===== src/design/assert_macros.svh =====
// ----------------------------------------------------------------------------
// Assertion macros
// Concurrent assertion helpers shared by the RTL; empty in synthesis.
// ----------------------------------------------------------------------------
`ifndef ASSERT_MACROS_SVH
`define ASSERT_MACROS_SVH

`ifndef SYNTHESIS
// A property that must hold at every clock edge outside reset.
`define ASSERT_HOLD(label, clk_s, rst_s, prop, msg) \
  label: assert property (@(posedge clk_s) disable iff (rst_s) (prop)) else $error(msg);
// A condition that implies another in the same cycle.
`define ASSERT_IMPL(label, clk_s, rst_s, ante, cons, msg) \
  label: assert property (@(posedge clk_s) disable iff (rst_s) (ante) |-> (cons)) \
    else $error(msg);
`else
`define ASSERT_HOLD(label, clk_s, rst_s, prop, msg)
`define ASSERT_IMPL(label, clk_s, rst_s, ante, cons, msg)
`endif

`endif


===== src/design/md4_pkg.sv =====
// ----------------------------------------------------------------------------
// MD4 package
// Constants, state codes and round helper functions of the MD4 engine.
// ----------------------------------------------------------------------------
package md4_pkg;

  localparam logic [31:0] IV0 = 32'h67452301;
  localparam logic [31:0] IV1 = 32'hefcdab89;
  localparam logic [31:0] IV2 = 32'h98badcfe;
  localparam logic [31:0] IV3 = 32'h10325476;
  localparam logic [31:0] K2  = 32'h5a827999;
  localparam logic [31:0] K3  = 32'h6ed9eba1;

  localparam logic [7:0] PAD_MARK  = 8'h80;
  localparam logic [5:0] LEN_POS   = 6'd56;
  localparam logic [5:0] LAST_BYTE = 6'd63;
  localparam logic [5:0] LAST_RND  = 6'd47;

  typedef enum logic [5:0] {
    S_IDLE  = 6'b000001,
    S_PAD   = 6'b000010,
    S_LEN   = 6'b000100,
    S_ROUND = 6'b001000,
    S_FINAL = 6'b010000,
    S_HOLD  = 6'b100000
  } state_t;

  // Where the sequencer goes once a compression has finished.
  typedef enum logic [1:0] {
    RET_IDLE = 2'd0,
    RET_PAD  = 2'd1,
    RET_OUT  = 2'd2
  } ret_t;

  // Message word order: straight, 4x4 transposed, then bit-reversed.
  function automatic logic [3:0] word_index(input logic [5:0] rnd);
    logic [3:0] j;
    logic [3:0] idx;
    j = rnd[3:0];
    case (rnd[5:4])
      2'd0:    idx = j;
      2'd1:    idx = {j[1:0], j[3:2]};
      default: idx = {j[0], j[1], j[2], j[3]};
    endcase
    return idx;
  endfunction

  function automatic logic [4:0] rot_amount(input logic [5:0] rnd);
    logic [4:0] s;
    case ({rnd[5:4], rnd[1:0]})
      4'b0000: s = 5'd3;
      4'b0001: s = 5'd7;
      4'b0010: s = 5'd11;
      4'b0011: s = 5'd19;
      4'b0100: s = 5'd3;
      4'b0101: s = 5'd5;
      4'b0110: s = 5'd9;
      4'b0111: s = 5'd13;
      4'b1000: s = 5'd3;
      4'b1001: s = 5'd9;
      4'b1010: s = 5'd11;
      default: s = 5'd15;
    endcase
    return s;
  endfunction

  function automatic logic [31:0] round_fn(input logic [1:0] grp, input logic [31:0] b,
                                           input logic [31:0] c, input logic [31:0] d);
    logic [31:0] f;
    case (grp)
      2'd0:    f = (b & c) | (~b & d);
      2'd1:    f = (b & c) | (b & d) | (c & d);
      default: f = b ^ c ^ d;
    endcase
    return f;
  endfunction

  function automatic logic [31:0] round_const(input logic [1:0] grp);
    logic [31:0] k;
    case (grp)
      2'd0:    k = 32'd0;
      2'd1:    k = K2;
      default: k = K3;
    endcase
    return k;
  endfunction

  function automatic logic [31:0] rotl(input logic [31:0] v, input logic [4:0] s);
    logic [63:0] tmp;
    tmp = {v, v} << s;
    return tmp[63:32];
  endfunction

endpackage


===== src/design/md4_if.sv =====
// ----------------------------------------------------------------------------
// MD4 channel interfaces
// Valid/ready channels for message items and for digest results.
// ----------------------------------------------------------------------------
interface md4_msg_if;
  logic       valid;
  logic       ready;
  logic       cmd;
  logic [7:0] data_byte;

  modport source (output valid, output cmd, output data_byte, input ready);
  modport sink (input valid, input cmd, input data_byte, output ready);
endinterface

interface md4_digest_if;
  logic        valid;
  logic        ready;
  logic [31:0] digest_a;
  logic [31:0] digest_b;
  logic [31:0] digest_c;
  logic [31:0] digest_d;

  modport source (output valid, output digest_a, output digest_b, output digest_c,
                  output digest_d, input ready);
  modport sink (input valid, input digest_a, input digest_b, input digest_c,
                input digest_d, output ready);
endinterface


===== src/design/md4_hash_engine.sv =====
// ----------------------------------------------------------------------------
// MD4 hash engine
// Byte-serial MD4 digest with one shared round unit and a small sequencer.
// ----------------------------------------------------------------------------
// Usage:
// The msg channel carries one item per transfer: cmd 0 absorbs data_byte,
// cmd 1 finishes the message. A finish yields one transfer on the digest
// channel with the four chaining words; the engine then restarts from the
// initial vector with a zero bit count.
// Timing: msg.ready is high only while the sequencer is idle. A byte that
// does not complete a block leaves the sequencer idle. The byte that
// completes a block starts a compression: 48 rounds through the single
// round adder/rotator, then the chaining add.
// A finish at fill level f (bytes already in the block) holds msg.ready low
// while the sequencer writes zero pad bytes up to byte 56 (when f is at most
// 55) and the 8 length bytes, runs the compression and loads the digest
// register. When the pad mark leaves no room for the length, that block is
// compressed first and a second block is padded from byte 0.
// The digest is registered; its transfer may overlap the next item.
// If a second digest is ready while the first is still stalled, the engine
// waits before releasing it and accepts no item meanwhile.
// Reset (synchronous, rst high) restores the initial vector and a zero
// count and drops any pending digest. Block bytes need no clearing.
// ----------------------------------------------------------------------------
`include "assert_macros.svh"

module md4_hash_engine
  import md4_pkg::*;
(
  input  logic clk,
  input  logic rst,
  md4_msg_if.sink      msg,
  md4_digest_if.source digest
);

  state_t      state;
  ret_t        ret;
  logic [31:0] chain [4];
  logic [63:0] bit_total;
  logic [5:0]  ptr;
  logic [5:0]  rnd;
  logic [31:0] wa, wb, wc, wd;
  logic [31:0] words [16];
  logic        out_valid;
  logic [31:0] out_a, out_b, out_c, out_d;

  logic [5:0]  fill;
  logic        wr_en;
  logic [5:0]  wr_addr;
  logic [7:0]  wr_byte;
  logic [31:0] w_cur;
  logic [31:0] round_sum;
  logic [31:0] round_t;
  logic [31:0] sum_a, sum_b, sum_c, sum_d;

  assign fill = bit_total[8:3];
  assign msg.ready = (state == S_IDLE);

  assign digest.valid    = out_valid;
  assign digest.digest_a = out_a;
  assign digest.digest_b = out_b;
  assign digest.digest_c = out_c;
  assign digest.digest_d = out_d;

  // Single byte write port into the block buffer.
  always_comb begin
    wr_en   = 1'b0;
    wr_addr = ptr;
    wr_byte = 8'h00;
    unique case (state)
      S_IDLE: begin
        wr_en   = msg.valid;
        wr_addr = fill;
        wr_byte = msg.cmd ? PAD_MARK : msg.data_byte;
      end
      S_PAD: begin
        wr_en = (ptr != LEN_POS);
      end
      S_LEN: begin
        wr_en   = 1'b1;
        wr_byte = bit_total[{ptr[2:0], 3'b000} +: 8];
      end
      default: begin
        wr_en = 1'b0;
      end
    endcase
  end

  always_ff @(posedge clk) begin
    if (wr_en) begin
      words[wr_addr[5:2]][{wr_addr[1:0], 3'b000} +: 8] <= wr_byte;
    end
  end

  // Shared round unit: one MD4 step per cycle.
  always_comb begin
    w_cur     = words[word_index(rnd)];
    round_sum = wa + round_fn(rnd[5:4], wb, wc, wd) + w_cur + round_const(rnd[5:4]);
    round_t   = rotl(round_sum, rot_amount(rnd));
    sum_a     = chain[0] + wa;
    sum_b     = chain[1] + wb;
    sum_c     = chain[2] + wc;
    sum_d     = chain[3] + wd;
  end

  // Working registers follow the chaining words until a compression starts.
  always_ff @(posedge clk) begin
    if (rst) begin
      rnd <= 6'd0;
    end else if (state == S_ROUND) begin
      rnd <= rnd + 6'd1;
    end else begin
      rnd <= 6'd0;
    end
  end

  always_ff @(posedge clk) begin
    if (state == S_ROUND) begin
      wa <= wd;
      wd <= wc;
      wc <= wb;
      wb <= round_t;
    end else begin
      wa <= chain[0];
      wb <= chain[1];
      wc <= chain[2];
      wd <= chain[3];
    end
  end

  always_ff @(posedge clk) begin
    if (rst) begin
      state     <= S_IDLE;
      ret       <= RET_IDLE;
      chain[0]  <= IV0;
      chain[1]  <= IV1;
      chain[2]  <= IV2;
      chain[3]  <= IV3;
      bit_total <= 64'd0;
      ptr       <= 6'd0;
      out_valid <= 1'b0;
    end else begin
      // The hold state decides the output register on its own.
      if (digest.valid && digest.ready && state != S_HOLD) begin
        out_valid <= 1'b0;
      end
      unique case (state)
        S_IDLE: begin
          if (msg.valid) begin
            if (!msg.cmd) begin
              bit_total <= bit_total + 64'd8;
              if (fill == LAST_BYTE) begin
                state <= S_ROUND;
                ret   <= RET_IDLE;
              end
            end else begin
              ptr <= fill + 6'd1;
              if (fill == LAST_BYTE) begin
                state <= S_ROUND;
                ret   <= RET_PAD;
              end else begin
                state <= S_PAD;
              end
            end
          end
        end
        S_PAD: begin
          if (ptr == LEN_POS) begin
            state <= S_LEN;
          end else begin
            ptr <= ptr + 6'd1;
            // The pad mark left no room for the length: close this block first.
            if (ptr == LAST_BYTE) begin
              state <= S_ROUND;
              ret   <= RET_PAD;
            end
          end
        end
        S_LEN: begin
          ptr <= ptr + 6'd1;
          if (ptr == LAST_BYTE) begin
            state <= S_ROUND;
            ret   <= RET_OUT;
          end
        end
        S_ROUND: begin
          if (rnd == LAST_RND) begin
            state <= S_FINAL;
          end
        end
        S_FINAL: begin
          chain[0] <= sum_a;
          chain[1] <= sum_b;
          chain[2] <= sum_c;
          chain[3] <= sum_d;
          if (ret == RET_OUT) begin
            state <= S_HOLD;
          end else begin
            state <= (ret == RET_PAD) ? S_PAD : S_IDLE;
          end
        end
        S_HOLD: begin
          // Release the digest once the output register is free.
          if (!out_valid || digest.ready) begin
            out_a     <= chain[0];
            out_b     <= chain[1];
            out_c     <= chain[2];
            out_d     <= chain[3];
            out_valid <= 1'b1;
            chain[0]  <= IV0;
            chain[1]  <= IV1;
            chain[2]  <= IV2;
            chain[3]  <= IV3;
            bit_total <= 64'd0;
            state     <= S_IDLE;
          end
        end
        default: begin
          state <= S_IDLE;
        end
      endcase
    end
  end

  `ASSERT_IMPL(a_rnd_range, clk, rst, state == S_ROUND, rnd <= LAST_RND, "round count overran")
  `ASSERT_IMPL(a_len_ptr, clk, rst, state == S_LEN, ptr[5:3] == 3'b111, "length byte outside tail")
  `ASSERT_HOLD(a_digest_src, clk, rst, $rose(digest.valid) |-> $past(state == S_HOLD), "digest from wrong state")
  `ASSERT_HOLD(a_count_clear, clk, rst, $rose(digest.valid) |-> (bit_total == 64'd0), "bit count not cleared")

endmodule

===== src/flat_wrapper.sv =====
// flat-port wrapper written by rule: the top's interface ports become plain ports
module md4_hash_engine_flat import md4_pkg::*;
  (clk, rst, msg_valid, msg_cmd, msg_data_byte, msg_ready, digest_valid, digest_digest_a, digest_digest_b, digest_digest_c, digest_digest_d, digest_ready);
  md4_msg_if msg_i ();
  md4_digest_if digest_i ();
  input  logic clk;
  input  logic rst;
  input wire logic [$bits(msg_i.valid)-1:0] msg_valid;
  input wire logic [$bits(msg_i.cmd)-1:0] msg_cmd;
  input wire logic [$bits(msg_i.data_byte)-1:0] msg_data_byte;
  output wire logic [$bits(msg_i.ready)-1:0] msg_ready;
  output wire logic [$bits(digest_i.valid)-1:0] digest_valid;
  output wire logic [$bits(digest_i.digest_a)-1:0] digest_digest_a;
  output wire logic [$bits(digest_i.digest_b)-1:0] digest_digest_b;
  output wire logic [$bits(digest_i.digest_c)-1:0] digest_digest_c;
  output wire logic [$bits(digest_i.digest_d)-1:0] digest_digest_d;
  input wire logic [$bits(digest_i.ready)-1:0] digest_ready;
  assign msg_i.valid = msg_valid;
  assign msg_i.cmd = msg_cmd;
  assign msg_i.data_byte = msg_data_byte;
  assign msg_ready = msg_i.ready;
  assign digest_valid = digest_i.valid;
  assign digest_digest_a = digest_i.digest_a;
  assign digest_digest_b = digest_i.digest_b;
  assign digest_digest_c = digest_i.digest_c;
  assign digest_digest_d = digest_i.digest_d;
  assign digest_i.ready = digest_ready;
  md4_hash_engine u_core (.clk(clk), .rst(rst), .msg(msg_i), .digest(digest_i));
endmodule

===== config.mk =====
export PLATFORM = sky130hd
export DESIGN_NAME = md4_hash_engine_flat
export DESIGN_NICKNAME = d
export VERILOG_FILES = /design/src/design/md4_pkg.sv /design/src/design/md4_if.sv /design/src/design/md4_hash_engine.sv /design/src/flat_wrapper.sv
export VERILOG_INCLUDE_DIRS = /design/src /design/src/design
export SDC_FILE = /design/constraint.sdc
export NUM_CORES = 2
export LEC_CHECK = 0
export ABC_AREA = 1
export BUFFER_PORTS_ARGS = -buffer_cell sky130_fd_sc_hd__buf_2
export CAP_MARGIN = 30
export CORE_UTILIZATION = 40
export CTS_CLUSTER_DIAMETER = 120
export DETAILED_ROUTE_END_ITERATION = 7
export PLACE_DENSITY = 0.57
export SYNTH_ARGS = -nofsm -noshare
export SYNTH_HDL_FRONTEND = slang
export SYNTH_SLANG_ARGS = --single-unit
export TNS_END_PERCENT = 1

===== constraint.sdc =====
create_clock -name clk -period 11.4 [get_ports clk]
set_clock_uncertainty 0.2 [all_clocks]
set_input_delay 2.85 -clock clk [delete_from_list [all_inputs] [get_ports clk]]
set_output_delay 2.85 -clock clk [all_outputs]
set_load 0.02 [all_outputs]

==> metrics <==
I/O pins=roughly 140; crit path time final=roughly 7.4 ns; Lkg Pwr=23.3 nW; Die Y-Extent=361 um; Resized Gates After CTS=0; cts bufs inserted=roughly 110; Slew Limit Fails=0; most frequent cells in the layout=nand2_1, edfxtp_1, inv_1, nand3_1, a21oi_1; first-pass GRT wire length=around 250000 um; register area share after synthesis=0.517; Setup CP Type=reg -> reg; clock insertion delay at the later pin of the skew report=0.75 ns; Post-Place Worst Slack=4.11 ns; Pre-antenna DRT Iters=8; Clk pin slew, worst setup/hold paths=about 0.070 ns; f_max=0.134 GHz; Longest Clk Path Bufs=3; Max Cap Viol=0; Final Worst Setup Slack=3.96 ns; Mapped Cells=approximately 5700; unrepaired setup endpoints after global routing=no; Peak VDD IR=roughly 0.12 mV; H-Tree Depth=3; post-route ant nets=0; DR iter-0 viols=between 4000 and 5000; post-synthesis register bit count=982; Crit path arrival time=7.87 ns; hpwl dp=122000 um; final layout net count=between 6000 and 7000; # DRC=0; syn_area_per_cell=9.00 um^2; Synth Net Count=6014; synthesized area=51700 um^2; Register Area=26700 um^2; Die Wd=361 um; hold_buf cts=0; outcome=completed; commonest non-fill, non-tap cell in the layout=nand2_1; largest net degree at the start of global routing=between 150 and 200; layout cells sized above 1=0.0820; root buf cell=clkbuf_16; ys flop type=edfxtp_1; Core Region=128000 um^2; Req. time, crit path=11.82 ns; Critical Path End Type=flop; number of global-route vias before repair=39200; Final GP Congestion=0.960; post-CTS setup buffers=0; Synth Warn #=0; Async SR Flop Fraction=0; CP startpoint kind=flop; Setup TNS Final=0 ns; Tightest Pin Transition=1.06 ns; die area=131000 um^2; GRT Residual Overflow=0; hold_ws=approximately 0.27 ns; final setup fails=0; # clock sinks=around 980; Layout area overhead=12.2%; final cycle utilization of the critical path=0.653; vias per cell=5.45; Fillers=12400; Initial Util=0.404; via count=a little over 40000; TritonCTS clock tree=yes; DR WL/cell=21.7 um; final hold viol count=0; area of the multi-input gates=21500 um^2; I/O Buffers=142; Routed WL=165000 um; Post-synth EDFFs=slightly above 700; Synth cell types=60; crit path max fanout=around 90; Largest register FFs=512; Tot Pwr=0.0106 W; row count=roughly 130; HP Class=reg -> reg; initial antenna violation count=2; Slew headroom=0.294; Cell Pwr Density=184 nW/um^2; GRT Total Usage=0.251
[routing by layer]
metal	wire length, um	GRT usage	part of all wire	vias up
met5	0	0	0	-
met4	5060	0.0808	0.031	0
met3	10600	0.0352	0.064	260
met2	75300	0.402	0.46	1408
met1	74000	0.349	0.45	19700
li1	-	-	-	20000
[cell families (layout without fill, tap and decap cells)]
logic type | Yosys count | in the layout | synth area share
AO/OA/AOI/OAI | 1186 | 1186 | 0.130
XOR/XNOR | 56 | 56 | 0.00950
adder cells (fa/ha/maj) | 263 | 263 | 0.0756
buffers and inverters | 926 | 1129 | 0.0683
flip-flops | 982 | 982 | 0.517
multiplexers | 33 | 33 | 0.00639
other | 0 | 1 | 0
AND/OR/NAND/NOR | 2292 | 2292 | 0.193
[where the power goes]
part | switching, W | internal (W)
combinational | 0.00206 | 0.000890
clock | 0.00151 | 0.00203
sequential | 0.000145 | 0.00400
total | 0.00372 | 0.00691
[layout make-up]
class                   count  area share
diodes                      1   0.0000432
clock buffers             136      0.0489
clock inverters            64      0.0129
inverters                 706      0.0459
multi-input cells        3830       0.371
flip-flops and latches    982       0.461
well taps                1662      0.0359
repair buffers            223      0.0244
[worst max-delay path, stage by stage (launching register included)]
cell      delay [ns]
dfxtp_1         0.30
buf_4           0.22
nor2_2          0.14
buf_4           0.40
nand2_1         0.36
nand3_4         0.66
buf_4           0.82
a21oi_1         0.14
o21ai_0         0.12
nand3_1         0.10
nand3_1         0.18
nand2_1         0.11
fa_1            0.52
fa_1            0.43
ha_1            0.39
nand2_1         0.10
o21ai_0         0.47
a21oi_1         0.21
o21ai_0         0.48
nand2_1         0.14
nand3_1         0.10
nand2_1         0.07
nand3_1         0.10
nand3_1         0.12
nand3_1         0.13
o211ai_1        0.10
nand3_1         0.09
nand2_1         0.06
[cells in the mapped netlist (7+ instances only)]
library cell / count / area share
nand2_1: 1108 / 0.081
edfxtp_1: 704 / 0.41
inv_1: 683 / 0.050
nand3_1: 573 / 0.056
a21oi_1: 504 / 0.049
o21ai_0: 379 / 0.037
nor2_1: 359 / 0.026
dfxtp_1: 278 / 0.11
ha_1: 181 / 0.044
clkbuf_1: 147 / 0.011
o211ai_1: 127 / 0.018
fa_1: 82 / 0.032
nor3_1: 72 / 0.0070
nand4_1: 54 / 0.0065
or2_2: 44 / 0.0053
buf_2: 36 / 0.0035
nor4_1: 36 / 0.0044
buf_1: 35 / 0.0025
xor2_1: 34 / 0.0058
mux2i_1: 33 / 0.0064
o21a_1: 30 / 0.0044
o221ai_1: 27 / 0.0046
a21o_1: 22 / 0.0032
xnor2_1: 22 / 0.0037
o22ai_1: 19 / 0.0023
inv_2: 16 / 0.0012
a31oi_1: 15 / 0.0018
o21ai_1: 14 / 0.0014
nand3b_1: 11 / 0.0016
o21bai_1: 9 / 0.0013
a221oi_1: 8 / 0.0014
clkinv_1: 7 / 0.00051
[metrics by stage]
step	cell area, um^2	std cells	utilization
4_1_cts	57900	7595	0.453
6_report	57900	7604	0.453
2_1_floorplan	51700	5738	-
3_3_place_gp	54100	7376	0.423
5_1_grt	57900	7603	0.453
3_5_place_dp	54300	7395	0.425
[path summary, 6_finish.rpt]
kind | start | end | slack [ns] | cells after the start
hold reg to reg | u_core.bit_total[41] | u_core.bit_total[41] | 0.27 | 1
setup reg to reg | u_core.rnd[5] | u_core.wb[23] | 3.96 | 27
setup / recovery | u_core.rnd[5] | u_core.wb[23] | 3.96 | 27
hold / removal | u_core.bit_total[41] | u_core.bit_total[41] | 0.27 | 1
Power figures use the tool's default switching activity.
